===== src/rtl/cfd_pkg.sv =====
package cfd_pkg;

    localparam int WIN_BYTES = 16;
    localparam int CNT_W     = $clog2(WIN_BYTES);

    localparam logic [7:0] HEADER_RESET = 8'hAA;
    localparam logic [7:0] TAIL_RESET   = 8'h55;
    localparam logic [7:0] TAG_RESET    = 8'h11;

    // register indexes on the configuration port
    localparam logic [1:0] CFG_HEADER = 2'd0;
    localparam logic [1:0] CFG_TAIL   = 2'd1;
    localparam logic [1:0] CFG_TAG    = 2'd2;

    typedef struct packed {
        logic [31:0] can_id;
        logic [63:0] payload;
    } frame_t;

    typedef struct packed {
        logic   valid;
        frame_t frame;
    } push_t;

endpackage


===== src/rtl/can_frame_deframer.sv =====
// channel   signals                                  direction
// cfg       cfg_valid cfg_ready cfg_index cfg_data    in
// in        in_valid  in_ready  rx_byte               in
// out       out_valid out_ready can_id payload        out
//
// One byte per cycle: the window shift and header/tail compare finish in the cycle
// a byte is accepted; a frame is queued, then loaded into the output register.
// Reset clears the byte count, the queue and the output beat; registers return
// to header 0xAA, tail 0x55, tag 0x11. cfg_ready is always high.
// in_ready drops only while the two-entry result queue is full (out stalled).
module can_frame_deframer (
    input  logic        clk,
    input  logic        rst_n,
    input  logic        cfg_valid,
    output logic        cfg_ready,
    input  logic [1:0]  cfg_index,
    input  logic [7:0]  cfg_data,
    input  logic        in_valid,
    output logic        in_ready,
    input  logic [7:0]  rx_byte,
    output logic        out_valid,
    input  logic        out_ready,
    output logic [31:0] can_id,
    output logic [63:0] payload
);

    cfd_pkg::push_t  push;
    cfd_pkg::frame_t head;
    logic            not_full;
    logic            not_empty;
    logic            pop;

    assign cfg_ready = 1'b1;
    assign in_ready  = not_full;

    cfd_front u_front (
        .clk       (clk),
        .rst_n     (rst_n),
        .cfg_valid (cfg_valid),
        .cfg_index (cfg_index),
        .cfg_data  (cfg_data),
        .in_valid  (in_valid),
        .in_ready  (in_ready),
        .rx_byte   (rx_byte),
        .push      (push)
    );

    cfd_queue u_queue (
        .clk       (clk),
        .rst_n     (rst_n),
        .push      (push),
        .pop       (pop),
        .not_full  (not_full),
        .not_empty (not_empty),
        .head      (head)
    );

    cfd_back u_back (
        .clk       (clk),
        .rst_n     (rst_n),
        .not_empty (not_empty),
        .head      (head),
        .pop       (pop),
        .out_valid (out_valid),
        .out_ready (out_ready),
        .can_id    (can_id),
        .payload   (payload)
    );

endmodule


===== src/rtl/cfd_front.sv =====
module cfd_front (
    input  logic             clk,
    input  logic             rst_n,
    input  logic             cfg_valid,
    input  logic [1:0]       cfg_index,
    input  logic [7:0]       cfg_data,
    input  logic             in_valid,
    input  logic             in_ready,
    input  logic [7:0]       rx_byte,
    output cfd_pkg::push_t   push
);

    logic [7:0] header_reg;
    logic [7:0] tail_reg;
    logic [7:0] tag_reg;

    // oldest byte at index 0; the incoming byte completes the window
    logic [7:0] sh_reg [0:cfd_pkg::WIN_BYTES-2];
    logic [cfd_pkg::CNT_W-1:0] count_reg;
    logic [cfd_pkg::CNT_W-1:0] count_next;

    logic accept;
    logic full;
    logic match;
    logic tag_hit;

    assign accept  = in_valid && in_ready;
    assign full    = (count_reg == cfd_pkg::CNT_W'(cfd_pkg::WIN_BYTES - 1));
    assign match   = (sh_reg[0] == header_reg) && (rx_byte == tail_reg);
    assign tag_hit = (sh_reg[1] == tag_reg);

    always_comb
    begin
        count_next = count_reg;
        if (accept)
        begin
            if (!full)
            begin
                count_next = count_reg + 1'b1;
            end
            else if (match)
            begin
                count_next = '0;
            end
            // mismatch: drop oldest, 15 bytes stay, count unchanged
        end
    end

    always_comb
    begin
        push.valid         = accept && full && match && tag_hit;
        push.frame.can_id  = {sh_reg[6], sh_reg[5], sh_reg[4], sh_reg[3]};
        push.frame.payload = {sh_reg[14], sh_reg[13], sh_reg[12], sh_reg[11],
                              sh_reg[10], sh_reg[9], sh_reg[8], sh_reg[7]};
    end

    always_ff @(posedge clk or negedge rst_n)
    begin
        if (!rst_n)
        begin
            header_reg <= cfd_pkg::HEADER_RESET;
            tail_reg   <= cfd_pkg::TAIL_RESET;
            tag_reg    <= cfd_pkg::TAG_RESET;
            count_reg  <= '0;
        end
        else
        begin
            count_reg <= count_next;
            if (cfg_valid)
            begin
                case (cfg_index)
                    cfd_pkg::CFG_HEADER: header_reg <= cfg_data;
                    cfd_pkg::CFG_TAIL:   tail_reg   <= cfg_data;
                    cfd_pkg::CFG_TAG:    tag_reg    <= cfg_data;
                    default: ;
                endcase
            end
        end
    end

    always_ff @(posedge clk)
    begin
        if (accept)
        begin
            for (int i = 0; i < cfd_pkg::WIN_BYTES - 2; i++)
            begin
                sh_reg[i] <= sh_reg[i+1];
            end
            sh_reg[cfd_pkg::WIN_BYTES-2] <= rx_byte;
        end
    end

endmodule


===== src/rtl/cfd_queue.sv =====
module cfd_queue (
    input  logic             clk,
    input  logic             rst_n,
    input  cfd_pkg::push_t   push,
    input  logic             pop,
    output logic             not_full,
    output logic             not_empty,
    output cfd_pkg::frame_t  head
);

    cfd_pkg::frame_t mem_reg [0:1];
    logic       wr_ptr_reg;
    logic       wr_ptr_next;
    logic       rd_ptr_reg;
    logic       rd_ptr_next;
    logic [1:0] count_reg;
    logic [1:0] count_next;

    assign not_full  = (count_reg != 2'd2);
    assign not_empty = (count_reg != 2'd0);
    assign head      = mem_reg[rd_ptr_reg];

    always_comb
    begin
        wr_ptr_next = wr_ptr_reg ^ push.valid;
        rd_ptr_next = rd_ptr_reg ^ pop;
        count_next  = count_reg + {1'b0, push.valid} - {1'b0, pop};
    end

    always_ff @(posedge clk or negedge rst_n)
    begin
        if (!rst_n)
        begin
            wr_ptr_reg <= 1'b0;
            rd_ptr_reg <= 1'b0;
            count_reg  <= 2'd0;
        end
        else
        begin
            wr_ptr_reg <= wr_ptr_next;
            rd_ptr_reg <= rd_ptr_next;
            count_reg  <= count_next;
        end
    end

    always_ff @(posedge clk)
    begin
        if (push.valid)
        begin
            mem_reg[wr_ptr_reg] <= push.frame;
        end
    end

endmodule


===== src/rtl/cfd_back.sv =====
module cfd_back (
    input  logic             clk,
    input  logic             rst_n,
    input  logic             not_empty,
    input  cfd_pkg::frame_t  head,
    output logic             pop,
    output logic             out_valid,
    input  logic             out_ready,
    output logic [31:0]      can_id,
    output logic [63:0]      payload
);

    logic            valid_reg;
    logic            valid_next;
    cfd_pkg::frame_t data_reg;

    // refill the output register whenever it empties or is being taken
    assign pop = not_empty && (!valid_reg || out_ready);

    always_comb
    begin
        valid_next = valid_reg;
        if (pop)
        begin
            valid_next = 1'b1;
        end
        else if (out_ready)
        begin
            valid_next = 1'b0;
        end
    end

    always_ff @(posedge clk or negedge rst_n)
    begin
        if (!rst_n)
        begin
            valid_reg <= 1'b0;
        end
        else
        begin
            valid_reg <= valid_next;
        end
    end

    always_ff @(posedge clk)
    begin
        if (pop)
        begin
            data_reg <= head;
        end
    end

    assign out_valid = valid_reg;
    assign can_id    = data_reg.can_id;
    assign payload   = data_reg.payload;

endmodule

===== config.mk =====
export PLATFORM = sky130hd
export DESIGN_NAME = can_frame_deframer
export DESIGN_NICKNAME = d
export VERILOG_FILES = /design/src/rtl/cfd_pkg.sv /design/src/rtl/can_frame_deframer.sv /design/src/rtl/cfd_front.sv /design/src/rtl/cfd_queue.sv /design/src/rtl/cfd_back.sv
export SDC_FILE = /design/constraint.sdc
export NUM_CORES = 1
export LEC_CHECK = 0
export BUFFER_PORTS_ARGS = -buffer_cell sky130_fd_sc_hd__buf_2
export CORE_MARGIN = 4
export CORE_UTILIZATION = 35
export CTS_BUF_LIST = sky130_fd_sc_hd__clkbuf_4 sky130_fd_sc_hd__clkbuf_8 sky130_fd_sc_hd__clkbuf_16
export DETAILED_ROUTE_END_ITERATION = 12
export GPL_TIMING_DRIVEN = 0
export PLACE_DENSITY_LB_ADDON = 0.15
export SYNTH_ARGS = -nofsm -noshare
export SYNTH_HDL_FRONTEND = slang
export SYNTH_HIERARCHICAL = 1
export SYNTH_SLANG_ARGS = --single-unit

===== constraint.sdc =====
create_clock -name clk -period 7.7 [get_ports clk]
set_input_delay 0.385 -clock clk [delete_from_list [all_inputs] [get_ports clk]]
set_output_delay 0.385 -clock clk [all_outputs]
set_load 0.05 [all_outputs]

==> results.tsv <==
metric	value	unit
leakage	6.38	nW
rsz0062_at_grt	false	
vias	6352	
status	complete, no violations	
slowest_delay	0.75	ns
cp.required	7.92	ns
clk_pin_slew	0.06	ns
cts_setup_buffers	0	
synth-seq-cells	441	
synth_nets	671	
vias_per_cell	4.42	
powerDensity	277	nW/um^2
grt_pass1_vias	6758	
gp_congestion	0.726	
largest_reg_flops	192	
multi_input_area	1990	sq um
drive_gt1_share	40.9	%
worstSetupStartpointType	flip-flop	
setup_viol_count_final	0	
fmax	254	MHz
avgSynthCellArea	23.6	sq um
h-tree-depth	2	
synthesis.instances	643	
port_buffers	120	
track_usage	11.7	%
drtAntennaViolNets	0	
synth.cell_area	15200	sq um
nets	844	
die_area	46800	sq um
wl_per_cell	19.1	um
final_util	42.2	%
cts_tree	done	
clock_tree.root_cell	clkbuf_16	
finalCriticalPeriod	3.93	ns
diodes	0	
cp_cell_sequence	nand2b_1, nand2_1, inv_6, buf_16, nand3_1, nor3_1, ha_4, buf_16	
end_kind	flip-flop	
fin_cells	1438	
post_cts_resized	0	
fillCellCount	3802	
fin_crit_sh	51.1	%
yosysSeqAreaShare	86.2	%
area_growth	19.6	%
clkLatencyLatePin	0.57	ns
antenna_found_initial	0	
register_area	13100	sq um
hp-class	in2reg	
drtIter0Drc	347	
routed_wl	27500	um
die_h	216	um
start_util	35.3	%
tightest_slew	0.881	ns
finalSetupTns	0	ns
num_rows	76	
grt_max_degree	64	
drtPass1Iterations	4	
cpMaxStageDelayCell	ha_4	
drv_slew	0	
core	43000	sq um
die_w	216	um
cp.arrival	4.16	ns
cts.sinks	441	
grt_remaining_overflow	0	
ys_types	32	
grt_pass1_wl	41700	um
dp_hpwl	16200	um
drc	0	
clock_path_buffers	3	
numCtsBuffers	46	
layout_common_cells	408 x edfxtp_1, 126 x buf_2, 90 x mux2_2	
maxSlewHeadroom	40.8	%
final_common_cell	edfxtp_1	
maxCapViolations	0	
clock_skew	0.0225	ns
peakVddDrop	0.123	mV
dp_cells	1352	
crit_type	reg2reg	
cp_max_fo	63	
hold_viol	0	
yosys_warnings	6	
boundaryPins	122	
cp_common_cell	buf_16	
==> kinds of logic (layout without fill, tap and decap cells) <==
group           after synthesis  count (layout)  share of synthesized area (%)
simple gates                 24              24                          0.973
compound gates                6               6                          0.231
other cells                   1               1                         0.0247
flops                       441             441                           86.2
xor+xnor                     26              26                           1.60
mux                         121             121                           9.72
fa+ha+maj                     5               5                          0.412
buf+inv                      19             229                          0.791
==> stage by stage <==
step / area (sq um) / worst slack [ns] / total power, mW / hold WS (ns)
2_1_floorplan: 15200 / 0.900 / 2.86 / 0.0894
3_3_place_gp: 16500 / -2.22 / 2.91 / 0.420
3_5_place_dp: 16700 / 3.64 / 2.92 / 0.411
4_1_cts: 18200 / 3.64 / 5.10 / 0.00617
5_1_grt: 18200 / 3.43 / 5.23 / 0.0100
6_report: 18200 / 3.77 / 5.02 / 0.0477
==> where the power goes <==
group / total, mW / switching (mW) / internal, mW
sequential: 2.75 / 0.0562 / 2.70
clock: 2.15 / 0.881 / 1.27
combinational: 0.119 / 0.0635 / 0.0550
total: 5.02 / 1.00 / 4.02
==> worst paths after layout <==
kind                                                startpoint  slack [ns]                          endpoint  depth (start not counted)
worst min-delay path                                rx_byte[2]        0.05   u_front/sh_reg[14][2]$_DFFE_PN_                          1
min in group asynchronous                                rst_n        0.44   u_front/tail_reg[5]$_DFFE_PN0P_                          2
worst max-delay path            u_queue/count_reg[1]$_DFF_PN0_        3.77  u_queue/mem_reg[0][56]$_DFFE_PP_                          8
max in group asynchronous                                rst_n        6.75    u_front/tag_reg[1]$_DFFE_PN0P_                          2
worst min register to register  u_front/sh_reg[2][0]$_DFFE_PN_        0.41    u_front/sh_reg[1][0]$_DFFE_PN_                          0
worst max register to register  u_queue/count_reg[1]$_DFF_PN0_        3.77  u_queue/mem_reg[0][56]$_DFFE_PP_                          8
==> cells in the mapped netlist, drive strengths merged <==
master	number	area share (%)
o22ai	1	0.041
dfrtp	23	3.8
nor2	1	0.025
dfstp	10	1.7
xor3	1	0.16
and2	1	0.041
nor3	2	0.066
nand3b	2	0.099
inv	7	0.17
nand2	1	0.025
nor4	5	0.21
xor2	21	1.2
nor3b	1	0.082
a21oi	4	0.16
ha	5	0.41
conb	1	0.025
xnor2	4	0.23
and3	1	0.041
edfxtp	408	81
mux2	121	9.7
nand2b	3	0.12
nand4	2	0.082
or3	1	0.041
or2	1	0.041
o21ai	1	0.033
buf	12	0.62
nand3	3	0.099
==> routing by layer <==
layer / up-vias / track usage [%] / routed length [um]
li1: 2881 / - / -
met1: 3269 / 15.5 / 12300
met2: 147 / 18.7 / 13100
met3: 55 / 3.41 / 1490
met4: 0 / 3.76 / 677
met5: - / 0 / 0
==> worst max-delay path, delay by kind of cell (launching register included) <==
| family | cells | cell delay [ns] |
|---|---|---|
| fa+ha+maj | 1 | 0.75 |
| buf+inv | 3 | 1.20 |
| flops | 1 | 0.40 |
| simple gates | 4 | 1.14 |
==> cell type report <==
type	instances	area share, %
Tap cell	585	4.03
Clock buffer	63	7.28
Timing Repair Buffer	125	3.97
Clock inverter	22	0.965
Multi-Input combinational cell	183	11.0
Sequential cell	441	72.1
Buffer	12	0.517
Inverter	7	0.172
==> what timing repair did <==
item,in CTS,in global routing
setup endpoints to repair,0,0
hold buffers,1,0
hold endpoints to repair,23,0
Note: power is estimated with default switching activity, not from simulation.
